--- src/hw/rtl/modular_exponentiation_top_macros.svh ---
// Assertion macros for the modular exponentiation block.
// Taken in by the top level; no other dependencies.
`ifndef MODULAR_EXPONENTIATION_TOP_MACROS_SVH
`define MODULAR_EXPONENTIATION_TOP_MACROS_SVH
`ifndef SYNTHESIS
`define MX_ASSERT_IMPL(label, clk, rst, prop) \
  label: assert property (@(posedge clk) disable iff (rst) prop) \
    else $error("modexp check failed");
`define MX_ASSERT_NEXT(label, clk, rst, cond, conseq) \
  label: assert property (@(posedge clk) disable iff (rst) (cond) |=> (conseq)) \
    else $error("modexp check failed");
`else
`define MX_ASSERT_IMPL(label, clk, rst, prop)
`define MX_ASSERT_NEXT(label, clk, rst, cond, conseq)
`endif
`endif

--- src/hw/rtl/modexp_pkg.sv ---
// Shared types and constants of the modular exponentiation block.
// No dependencies; compiled first.
`timescale 1ns / 1ps
`default_nettype none

package modexp_pkg;

  localparam int FIELD_W       = 32;  // width of every operand and result port field
  localparam int DATA_WIDTH_DEF = 32; // default operand width

  typedef enum logic [2:0] {
    ST_IDLE,
    ST_CHECK,
    ST_REDUCE,
    ST_SQUARE,
    ST_SQ_END,
    ST_MULT,
    ST_MUL_END,
    ST_DONE
  } state_t;

  // controller -> datapath
  typedef struct packed {
    logic load;         // latch operands, start base reduction
    logic step;         // one shift-add-reduce step
    logic commit_base;  // reduced base <= step result
    logic commit_res;   // running residue <= step result
    logic init_sq;      // start res * res
    logic init_mul;     // start res * base
    logic e_adv;        // move to next exponent bit
    logic out_load;     // fill output register
  } cmd_t;

  // datapath -> controller
  typedef struct packed {
    logic skip;      // exponent or modulus zero: result known at load
    logic cnt_last;  // last step of current reduction/product
    logic e_bit;     // current exponent bit
    logic e_last;    // current exponent bit is the last one
  } status_t;

endpackage

`default_nettype wire

--- src/hw/rtl/modexp_ifs.sv ---
// Valid/ready channel interfaces for input and result items.
// Depends on modexp_pkg.
`timescale 1ns / 1ps
`default_nettype none

interface modexp_in_if
  import modexp_pkg::*;
();
  logic               valid;
  logic               ready;
  logic [FIELD_W-1:0] base_value;
  logic [FIELD_W-1:0] exponent;
  logic [FIELD_W-1:0] modulus;

  modport source (output valid, output base_value, output exponent, output modulus,
                  input ready);
  modport sink   (input valid, input base_value, input exponent, input modulus,
                  output ready);
endinterface

interface modexp_out_if
  import modexp_pkg::*;
();
  logic               valid;
  logic               ready;
  logic [FIELD_W-1:0] power_residue;
  logic               zero_modulus;

  modport source (output valid, output power_residue, output zero_modulus,
                  input ready);
  modport sink   (input valid, input power_residue, input zero_modulus,
                  output ready);
endinterface

`default_nettype wire

--- src/hw/rtl/modexp_ctrl.sv ---
// Sequencer of the modular exponentiation block: state machine and
// output-valid flag. Depends on modexp_pkg.
`timescale 1ns / 1ps
`default_nettype none

module modexp_ctrl
  import modexp_pkg::*;
(
  input  logic    clk,
  input  logic    rst,
  input  logic    in_valid,
  output logic    in_ready,
  output logic    out_valid,
  input  logic    out_ready,
  input  status_t status,
  output cmd_t    cmd
);

  state_t state;
  state_t state_next;
  logic   out_free;

  assign in_ready = (state == ST_IDLE);
  assign out_free = !out_valid || out_ready;

  always_ff @(posedge clk) begin
    if (rst) begin
      state     <= ST_IDLE;
      out_valid <= 1'b0;
    end else begin
      state <= state_next;
      if (cmd.out_load) begin
        out_valid <= 1'b1;
      end else if (out_ready) begin
        out_valid <= 1'b0;
      end
    end
  end

  always_comb begin
    state_next = state;
    case (state)
      ST_IDLE:    if (in_valid) state_next = ST_CHECK;
      ST_CHECK:   state_next = status.skip ? ST_DONE : ST_REDUCE;
      ST_REDUCE:  if (status.cnt_last) state_next = ST_SQUARE;
      ST_SQUARE:  if (status.cnt_last) state_next = ST_SQ_END;
      ST_SQ_END: begin
        if (status.e_bit)       state_next = ST_MULT;
        else if (status.e_last) state_next = ST_DONE;
        else                    state_next = ST_SQUARE;
      end
      ST_MULT:    if (status.cnt_last) state_next = ST_MUL_END;
      ST_MUL_END: state_next = status.e_last ? ST_DONE : ST_SQUARE;
      ST_DONE:    if (out_free) state_next = ST_IDLE;
      default:    state_next = ST_IDLE;
    endcase
  end

  always_comb begin
    cmd = '0;
    case (state)
      ST_IDLE:   cmd.load = in_valid;
      ST_CHECK:  ;
      ST_REDUCE: begin
        cmd.step        = 1'b1;
        cmd.commit_base = status.cnt_last;
        cmd.init_sq     = status.cnt_last;
      end
      ST_SQUARE: begin
        cmd.step       = 1'b1;
        cmd.commit_res = status.cnt_last;
      end
      ST_SQ_END: begin
        if (status.e_bit) begin
          cmd.init_mul = 1'b1;
        end else if (!status.e_last) begin
          cmd.e_adv   = 1'b1;
          cmd.init_sq = 1'b1;
        end
      end
      ST_MULT: begin
        cmd.step       = 1'b1;
        cmd.commit_res = status.cnt_last;
      end
      ST_MUL_END: begin
        if (!status.e_last) begin
          cmd.e_adv   = 1'b1;
          cmd.init_sq = 1'b1;
        end
      end
      ST_DONE:   cmd.out_load = out_free;
      default:   ;
    endcase
  end

endmodule

`default_nettype wire

--- src/hw/rtl/modexp_dp.sv ---
// Datapath: operand registers, shared shift-add-reduce unit, residue and
// output registers. Depends on modexp_pkg.
`timescale 1ns / 1ps
`default_nettype none

module modexp_dp
  import modexp_pkg::*;
#(
  parameter int DATA_WIDTH = DATA_WIDTH_DEF
) (
  input  logic               clk,
  input  cmd_t               cmd,
  output status_t            status,
  input  logic [FIELD_W-1:0] base_value,
  input  logic [FIELD_W-1:0] exponent,
  input  logic [FIELD_W-1:0] modulus,
  output logic [FIELD_W-1:0] power_residue,
  output logic               zero_modulus
);

  localparam int W  = DATA_WIDTH;
  localparam int CW = $clog2(W);

  logic [W-1:0]  b_w, e_w, m_w;
  logic [W-1:0]  acc, a_reg, mb, m_reg, base_r, res, e_sh;
  logic [W:0]    m2;
  logic [CW-1:0] cnt, eidx;
  logic          mul_mode, skip, flag;

  logic [W-1:0]  addend;
  logic [W+1:0]  t, d1, d2;
  logic [W-1:0]  acc_next;

  assign b_w = W'(base_value);
  assign e_w = W'(exponent);
  assign m_w = W'(modulus);

  // 2*acc + addend < 3m; take off 2m or m, whichever leaves it in range
  assign addend   = mul_mode ? (mb[W-1] ? a_reg : '0) : W'(mb[W-1]);
  assign t        = {1'b0, acc, 1'b0} + {2'b00, addend};
  assign d1       = t - {2'b00, m_reg};
  assign d2       = t - {1'b0, m2};
  assign acc_next = !d2[W+1] ? d2[W-1:0] : (!d1[W+1] ? d1[W-1:0] : t[W-1:0]);

  assign status.skip     = skip;
  assign status.cnt_last = (cnt == CW'(W - 1));
  assign status.e_bit    = e_sh[W-1];
  assign status.e_last   = (eidx == CW'(W - 1));

  always_ff @(posedge clk) begin
    if (cmd.load) begin
      mb       <= b_w;
      acc      <= '0;
      cnt      <= '0;
      mul_mode <= 1'b0;
      m_reg    <= m_w;
      m2       <= {m_w, 1'b0};
      e_sh     <= e_w;
      eidx     <= '0;
      skip     <= (e_w == '0) || (m_w == '0);
      flag     <= (e_w != '0) && (m_w == '0);
      // exponent zero gives one; modulus zero or one gives zero
      if (e_w == '0)               res <= W'(1);
      else if (m_w <= W'(1))       res <= '0;
      else                         res <= W'(1);
    end
    // a new product start takes priority over the last step of the old one
    if (cmd.init_sq || cmd.init_mul) begin
      a_reg    <= res;
      mb       <= cmd.init_mul ? base_r : res;
      acc      <= '0;
      cnt      <= '0;
      mul_mode <= 1'b1;
    end else if (cmd.step) begin
      acc <= acc_next;
      mb  <= {mb[W-2:0], 1'b0};
      cnt <= cnt + CW'(1);
    end
    if (cmd.commit_base) base_r <= acc_next;
    if (cmd.commit_res)  res    <= acc_next;
    if (cmd.e_adv) begin
      e_sh <= {e_sh[W-2:0], 1'b0};
      eidx <= eidx + CW'(1);
    end
    if (cmd.out_load) begin
      power_residue <= FIELD_W'(res);
      zero_modulus  <= flag;
    end
  end

endmodule

`default_nettype wire

--- src/hw/rtl/modular_exponentiation_top.sv ---
// Top level of the modular exponentiation block: controller, datapath,
// channel wiring and checks. Depends on modexp_pkg, modexp_ifs, modexp_ctrl,
// modexp_dp and modular_exponentiation_top_macros.svh.
//
//  channel   dir  handshake     payload
//  in_chan   in   valid/ready   base_value[31:0], exponent[31:0], modulus[31:0]
//  out_chan  out  valid/ready   power_residue[31:0], zero_modulus
//
// Work per item (W = DATA_WIDTH): base reduction, then per exponent bit,
//   MSB first, a square and, if the bit is set, a multiply by the base;
//   none when the exponent or the modulus is zero. All on the one shared
//   shift-add-reduce unit, which consumes one multiplier bit per cycle.
// Reset (rst, synchronous) returns the controller to idle and empties the
//   output register. A stalled result waits in the output register while
//   the next item is taken and worked on; it finishes only when it drains.
`timescale 1ns / 1ps
`default_nettype none
`include "modular_exponentiation_top_macros.svh"

module modular_exponentiation_top
  import modexp_pkg::*;
#(
  parameter int DATA_WIDTH = DATA_WIDTH_DEF
) (
  input logic         clk,
  input logic         rst,
  modexp_in_if.sink   in_chan,
  modexp_out_if.source out_chan
);

  cmd_t    cmd;
  status_t status;

  // sequencing only; every operand stays in the datapath
  modexp_ctrl u_ctrl (
    .clk       (clk),
    .rst       (rst),
    .in_valid  (in_chan.valid),
    .in_ready  (in_chan.ready),
    .out_valid (out_chan.valid),
    .out_ready (out_chan.ready),
    .status    (status),
    .cmd       (cmd)
  );

  // operands are taken in at the accept edge through cmd.load
  modexp_dp #(
    .DATA_WIDTH (DATA_WIDTH)
  ) u_dp (
    .clk           (clk),
    .cmd           (cmd),
    .status        (status),
    .base_value    (in_chan.base_value),
    .exponent      (in_chan.exponent),
    .modulus       (in_chan.modulus),
    .power_residue (out_chan.power_residue),
    .zero_modulus  (out_chan.zero_modulus)
  );

  // one item in flight: no second accept right behind the first
  `MX_ASSERT_NEXT(a_one_in_flight, clk, rst, in_chan.valid && in_chan.ready, !in_chan.ready)
  // a zero modulus always comes with a zero residue
  `MX_ASSERT_IMPL(a_zero_mod_res, clk, rst, out_chan.valid && out_chan.zero_modulus |-> out_chan.power_residue == '0)
  // output register is only refilled once the previous item is gone
  `MX_ASSERT_IMPL(a_no_overwrite, clk, rst, cmd.out_load |-> (!out_chan.valid || out_chan.ready))

endmodule

`default_nettype wire
--- src/flat_wrapper.sv ---
// flat-port wrapper written by rule: the top's interface ports become plain ports
module modular_exponentiation_top_flat import modexp_pkg::*;
#(
  parameter int DATA_WIDTH = DATA_WIDTH_DEF
)
  (clk, rst, in_chan_valid, in_chan_base_value, in_chan_exponent, in_chan_modulus, in_chan_ready, out_chan_valid, out_chan_power_residue, out_chan_zero_modulus, out_chan_ready);
  modexp_in_if in_chan_i ();
  modexp_out_if out_chan_i ();
  input logic clk;
  input logic rst;
  input wire logic [$bits(in_chan_i.valid)-1:0] in_chan_valid;
  input wire logic [$bits(in_chan_i.base_value)-1:0] in_chan_base_value;
  input wire logic [$bits(in_chan_i.exponent)-1:0] in_chan_exponent;
  input wire logic [$bits(in_chan_i.modulus)-1:0] in_chan_modulus;
  output wire logic [$bits(in_chan_i.ready)-1:0] in_chan_ready;
  output wire logic [$bits(out_chan_i.valid)-1:0] out_chan_valid;
  output wire logic [$bits(out_chan_i.power_residue)-1:0] out_chan_power_residue;
  output wire logic [$bits(out_chan_i.zero_modulus)-1:0] out_chan_zero_modulus;
  input wire logic [$bits(out_chan_i.ready)-1:0] out_chan_ready;
  assign in_chan_i.valid = in_chan_valid;
  assign in_chan_i.base_value = in_chan_base_value;
  assign in_chan_i.exponent = in_chan_exponent;
  assign in_chan_i.modulus = in_chan_modulus;
  assign in_chan_ready = in_chan_i.ready;
  assign out_chan_valid = out_chan_i.valid;
  assign out_chan_power_residue = out_chan_i.power_residue;
  assign out_chan_zero_modulus = out_chan_i.zero_modulus;
  assign out_chan_i.ready = out_chan_ready;
  modular_exponentiation_top #(.DATA_WIDTH(DATA_WIDTH)) u_core (.clk(clk), .rst(rst), .in_chan(in_chan_i), .out_chan(out_chan_i));
endmodule
--- config.mk ---
export PLATFORM = sky130hd
export DESIGN_NAME = modular_exponentiation_top_flat
export DESIGN_NICKNAME = d
export VERILOG_FILES = /design/src/hw/rtl/modexp_pkg.sv /design/src/hw/rtl/modexp_ifs.sv /design/src/hw/rtl/modexp_ctrl.sv /design/src/hw/rtl/modexp_dp.sv /design/src/hw/rtl/modular_exponentiation_top.sv /design/src/flat_wrapper.sv
export VERILOG_INCLUDE_DIRS = /design/src /design/src/hw/rtl
export SDC_FILE = /design/constraint.sdc
export NUM_CORES = 1
export LEC_CHECK = 0
export BUFFER_PORTS_ARGS = -buffer_cell sky130_fd_sc_hd__buf_2
export CORE_ASPECT_RATIO = 2
export CORE_MARGIN = 10
export CORE_UTILIZATION = 35
export CTS_BUF_LIST = sky130_fd_sc_hd__clkbuf_8
export DETAILED_ROUTE_END_ITERATION = 12
export HOLD_SLACK_MARGIN = 0.03
export PLACE_DENSITY = 0.51
export SLEW_MARGIN = 10
export SYNTH_ARGS = -nofsm -noshare
export SYNTH_HDL_FRONTEND = slang
export SYNTH_SLANG_ARGS = --single-unit
--- constraint.sdc ---
create_clock -name clk -period 6.9 [get_ports clk]
set_input_delay 0.345 -clock clk [delete_from_list [all_inputs] [get_ports clk]]
set_output_delay 0.345 -clock clk [all_outputs]
set_load 0.01 [all_outputs]
# After elaboration in Yosys (flattened, before gate mapping)
# Cells that the tools add are included.
# totals
output_inout_bits	35
reg_bits	274
input_bits	100
mem_bits_rw	0
word_cells	95
latchBits	0
n_memories	0
romBits	0
# op_classes
reduce_logical	17
bitwise_logic	0
n_mux	41
order_cmp	1
div	0
shift	0
mul	0
addsub	5
eq_ne	14
# op_table
operator	count
$mux W32	14
$logic_not A32 Y1	2
$add A33 B32 Y34	1
$sub A34 B32 Y34	1
$sub A34 B33 Y34	1
$le A32 B1 Y1 const B	1
$reduce_bool A32 Y1	1
$mux W3	8
$pmux W3 S8	1
$mux W5	3
$mux W1	13
$eq A3 B3 Y1 const B	4
$add A5 B1 Y5 const B	2
$eq A5 B5 Y1 const B	2
$ne A2 B2 Y1 const B	5
$reduce_bool A2 Y1	4
$eq A3 B2 Y1 const B	2
$reduce_and A5 Y1	1
$eq A3 B1 Y1 const B	1
$logic_not A3 Y1	1
$logic_or A1 B1 Y1	3
$pmux W1 S3	1
$reduce_bool A3 Y1	1
$reduce_or A3 Y1	1
other kinds (4)	4

# Longest topological paths before layout
# depth
word_depth	7
ltp_mapped	25
ltp_nobuf	22

# Modules after synthesis
# From an unflattened synthesis, not the netlist that was laid out.
# unflattened
cells_unflattened	1660
area_unflattened_um2	16607.2
# modules_own_cells
module	seq_area_each_um2	area_each_um2	cells_per_inst	instances
modexp_dp	7717.4	16291.9	1616	1
modexp_ctrl	80.1	315.3	44	1

# Worst setup path after synthesis
# No wires, ideal clock.
# synth_path
path_type	register -> register
startpoint	reg u_core.u_dp.cnt[0]
endpoint	reg u_core.u_dp.mb[0], enable pin
t_arrival_ns	5.792
setup_time_ns	0.388
n_path_buf	1
slack_ns	0.720
required_time_ns	6.512
period_less_slack_ns	6.180
path_stages_with_launch	10
cell_sequence	dfxtp_1 -> ha_1 -> and3_1 -> ha_1 -> nor3b_1 -> nor3_1 -> inv_1 -> nor3_1 -> buf_2 -> inv_1
# synth_via
elab_chain_cells	4
# synth_lines
element	line	rtl
start, declared	modexp_dp.sv:27	logic [CW-1:0] cnt, eidx;
start signal, assigned	modexp_dp.sv:77	cnt <= cnt + CW'(1);
$eq A5 B5 Y1	modexp_dp.sv:46	assign status.cnt_last = (cnt == CW'(W - 1));
$pmux W1 S3	modexp_ctrl.sv:61	case (state)
$logic_or A1 B1 Y1	modexp_dp.sv:68	if (cmd.init_sq || cmd.init_mul) begin
$reduce_bool A3 Y1 (no line)	n/a	
end signal, assigned	modexp_dp.sv:52	mb <= b_w;
end signal, assigned	modexp_dp.sv:70	mb <= cmd.init_mul ? base_r : res;
end signal, assigned	modexp_dp.sv:76	mb <= {mb[W-2:0], 1'b0};
end, declared	modexp_dp.sv:25	logic [W-1:0] acc, a_reg, mb, m_reg, base_r, res, e_sh;
# No other way between the ends.
# A chain may end at the register's enable or synchronous reset.

# Worst setup path after layout
# layout_path
startpoint	reg u_core.u_dp.mul_mode
endpoint	reg u_core.u_dp.res[26] (data pin)
# layout_via
elab_chain_cells	6
word_cells_on_any_way	7
classes_between	add/sub: 3; mux: 4
# layout_lines
element	line	rtl
start, declared	modexp_dp.sv:28	logic mul_mode, skip, flag;
start signal, assigned	modexp_dp.sv:55	mul_mode <= 1'b0;
start signal, assigned	modexp_dp.sv:73	mul_mode <= 1'b1;
$mux W32 (*)	modexp_dp.sv:39	assign addend = mul_mode ? (mb[W-1] ? a_reg : '0) : W'(mb[W-1]);
$add A33 B32 Y34 (*)	modexp_dp.sv:40	assign t = {1'b0, acc, 1'b0} + {2'b00, addend};
$sub A34 B32 Y34	modexp_dp.sv:41	assign d1 = t - {2'b00, m_reg};
$mux W32	modexp_dp.sv:43	assign acc_next = !d2[W+1] ? d2[W-1:0] : (!d1[W+1] ? d1[W-1:0] : t[W-1:0]);
$mux W32 (*)	modexp_dp.sv:43	
named net u_core.u_dp.acc_next[26]	modexp_dp.sv:32	logic [W-1:0] acc_next;
$mux W32 (*)	modexp_dp.sv:80	if (cmd.commit_res) res <= acc_next;
end signal, assigned	modexp_dp.sv:80	
end, declared	modexp_dp.sv:25	
# Mark *: on every way through the listed nets, which the timed path passes. The rest lies on a longest branch.

==> run_results.csv <==
group,metric,value,unit
status,outcome,"finished clean",
floorplan,die_h,327,µm
worst_setup_path,cp-startpoint,"u_core.u_dp.mul_mode",
synthesis,yosys_register_bits,274,
synthesis,async_reset_ff_share,0,%
sta,maxSlewHeadroom,39.5,%
worst_setup_path,cp_slowest_cell,"dfxtp_1",
synthesis,yosys.area_share.simple,14.5,%
synthesis,synth_mux_area_share,2.09,%
clocking,cts.path.max_buffers,3,
clocking,htreeDepth,2,
drt,drt_wl_total,50900,µm
pwr,irDropWorstVdd,205,µV
drt,ant_nets,0,
sta,fmax,154,MHz
cells_and_area,drive_above_1_share,15.2,%
synthesis,netlist-cell-type-count,90,
synthesis,syn_avg_cell_area,10.3,µm²
worst_setup_path,worst-path-buf-inv,2,
place,port_buffers,134,
pwr,power_density,476,nW/µm²
worst_setup_path,worstSetupPathType,"register to register",
synthesis,synth_top_family_by_area,"compound AO/OA/AOI/OAI gates",
pwr,p_leak,7.86,nW
synthesis,synth_nets,1797,
synthesis,ys_seq_area_share,47.3,%
synthesis,synth_fa_ha_area_share,7.87,%
drt,viasPerCell,5.39,
synthesis,synth_edf_count,231,
global_routing,grt_pass1_vias,14000,
drt,drt_iter0_drc,753,
worst_setup_path,cp_slowest_stage_delay,0.71,ns
worst_setup_path,arrival,6.83,ns
run,drv_cap,0,
cells_and_area,final_core_util,41.8,%
sta,maxSlewViolCount,0,
worst_hold_path,hold_start,"in_chan_exponent[23]",
floorplan,die_width,174,µm
synthesis,synth_compound_area_share,20.4,%
floorplan,fp-row-count,112,
floorplan,pin_count,135,
worst_setup_path,path_delay_family,"compound AO/OA/AOI/OAI gates",
synthesis,syn-cell-area,16500,µm²
cells_and_area,final_cell_mix,"edfxtp_1 (231), nand2_1 (141), buf_2 (134)",
cells_and_area,final_common_cell,"edfxtp_1",
clocking,cts_root_buffer,"clkbuf_8",
worst_setup_path,required,7.25,ns
sta,fin_crit,6.49,ns
synthesis,synth_cells,1595,
worst_setup_path,startpoint_type,"register",
cells_and_area,fillCellCount,4594,
clocking,cts_tree,"done",
synthesis,synth_ff_type,"edfxtp_1",
floorplan,die_area,56800,µm²
drt,num_vias,13300,
worst_setup_path,r2r-start,"u_core.u_dp.mul_mode",
clocking,clk_latency,0.61,ns
worst_setup_path,critPathCaptureType,"register",
sta,setup_viol,0,
worst_setup_path,cp_cell_sequence,"buf_4 > and3_1 > ha_1 > a21o_1 > o21bai_1 > a31oi_1 > a211o_1 > o21ai_0 > o41ai_1 > xnor2_1 > ha_1 > nand3_1 > nor2_1 > o311ai_2 > a21oi_1 > a21oi_1 > o22ai_4 > buf_4 > mux2i_1 > a21oi_2 > and2_1",
clocking,cts.clk_slew.worst_paths,0.07,ns
place,dp_hpwl,38300,µm
worst_hold_path,min_path_type,"input pin to register",
global_routing,grt-ovfl-total,0,
floorplan,start_util,35.4,%
global_routing,grt_max_degree,69,
sta,hold_viol,0,
sta,fin_crit_sh,94.0,%
drt,wire_per_inst,20.7,µm
cells_and_area,area_growth,18.2,%
sta,skew,0.0313,ns
synthesis,synth_warnings,0,
sta,fin_setup_tns,0,ns
clocking,cts_buffers,42,
clocking,cts_num_sinks,274,
global_routing,antenna_found_initial,1,
global_routing,grtUsageTotal,17.5,%
drt,remaining_drc_errors,0,
worst_setup_path,crit_fanout,19,
clocking,cts_resized,0,
sta,worstMarginPinSlew,0.908,ns
place,gp_congestion,0.898,
synthesis,synth_xor_area_share,4.19,%
floorplan,core-area,46700,µm²
sta,rsz0062_at_grt,"no",
drt,drtPass1Iterations,8,
cells_and_area,layout.nets,1998,
global_routing,grt_pass1_wl,79500,µm
[cells by family after synthesis]
| group | count (synthesis) |
|---|---|
| fa+ha+maj | 102 |
| xor+xnor | 78 |
| buf+inv | 144 |
| simple gates | 482 |
| compound gates | 482 |
| mux | 33 |
| flops | 274 |
[Yosys cell counts (4+ instances only)]
library cell,number,area [µm²]
nand4_1,15,93.8
a311oi_1,4,35.0
edfxtp_1,231,6940
a21o_1,34,255
o21bai_1,11,82.6
o211ai_1,14,105
nand2b_1,10,62.6
nor4_1,19,119
o21a_1,19,143
clkbuf_1,56,210
o21ai_0,51,255
nand2_1,141,529
or3_1,6,37.5
nor3_1,22,110
o21ai_1,13,65.1
mux2i_1,28,280
and2_1,28,175
inv_1,66,248
o31ai_1,5,37.5
o311ai_0,4,35.0
dfxtp_1,43,861
a31oi_1,40,250
xor2_1,21,184
nor2_1,95,357
a21oi_1,113,566
and4_1,5,43.8
a22o_1,58,508
nor2b_1,45,282
a211oi_1,43,323
and3_1,44,275
xnor2_1,56,490
a21oi_2,20,175
ha_1,99,1240
nand3_1,34,170
buf_2,14,70.1
a21boi_0,4,30.0
o31a_1,4,35.0
[cell type report]
| type | instances | area [µm²] | area share [%] |
|---|---|---|---|
| repair buffers | 234 | 1600 | 8.23 |
| clock buffers | 48 | 661 | 3.39 |
| well taps | 627 | 785 | 4.02 |
| inverters | 67 | 251 | 1.29 |
| multi-input cells | 1177 | 8150 | 41.8 |
| diodes | 1 | 2.50 | 0.0128 |
| clock inverters | 30 | 241 | 1.24 |
| flip-flops and latches | 274 | 7800 | 40.0 |
[repair_timing]
| action | CTS | global route |
|---|---|---|
| setup endpoints to repair | 0 | 8 |
| hold buffers | 63 | 0 |
| buffers inserted | 0 | 1 |
| endpoints found under the hold margin | 66 | 0 |
[through the flow]
step                setup WS, ns  area (µm²)  power [W]  hold slack, ns  cells
CTS                        0.238       19500    0.00932          0.0301   2456
detailed placement         0.239       18000    0.00775           0.407   2315
global placement           0.298       18000    0.00772           0.404   2315
floorplan                  0.720       16500    0.00635           0.400   1595
finish                     0.412       19500    0.00928          0.0751   2458
global route              0.0420       19500    0.00997          0.0582   2458
[path summary, 6_finish.rpt]
check | end | slack, ns | cells past startpoint
setup / recovery | u_core.u_dp.res[26] | 0.41 | 21
hold reg to reg | u_core.u_dp.zero_modulus | 0.42 | 0
setup reg to reg | u_core.u_dp.res[26] | 0.41 | 21
hold / removal | u_core.u_dp.e_sh[23] | 0.08 | 2
[per-layer routing]
layer  vias up  track usage [%]  wire length [µm]
met2       363             31.7             25700
met1      6373             20.0             20900
li1       6425                -                 -
met4         0             7.68              2120
met3        96             2.56              2140
met5         -                0                 0
[worst register-to-register path, stage by stage, from the launching register on]
cell and delay [ns]:
dfxtp_1 0.71, buf_4 0.30, and3_1 0.17, ha_1 0.34
a21o_1 0.25, o21bai_1 0.22, a31oi_1 0.39, a211o_1 0.16
o21ai_0 0.25, o41ai_1 0.54, xnor2_1 0.23, ha_1 0.48
nand3_1 0.18, nor2_1 0.34, o311ai_2 0.24, a21oi_1 0.22
a21oi_1 0.09, o22ai_4 0.34, buf_4 0.29, mux2i_1 0.26
a21oi_2 0.10, and2_1 0.14
[power by group]
group          leakage [nW]  switching, W  internal [W]
clock network         0.514      0.000699      0.000794
logic                  4.83       0.00309       0.00192
registers              2.52      0.000251       0.00252
total                  7.86       0.00404       0.00524
Power figures use the tool's default switching activity.
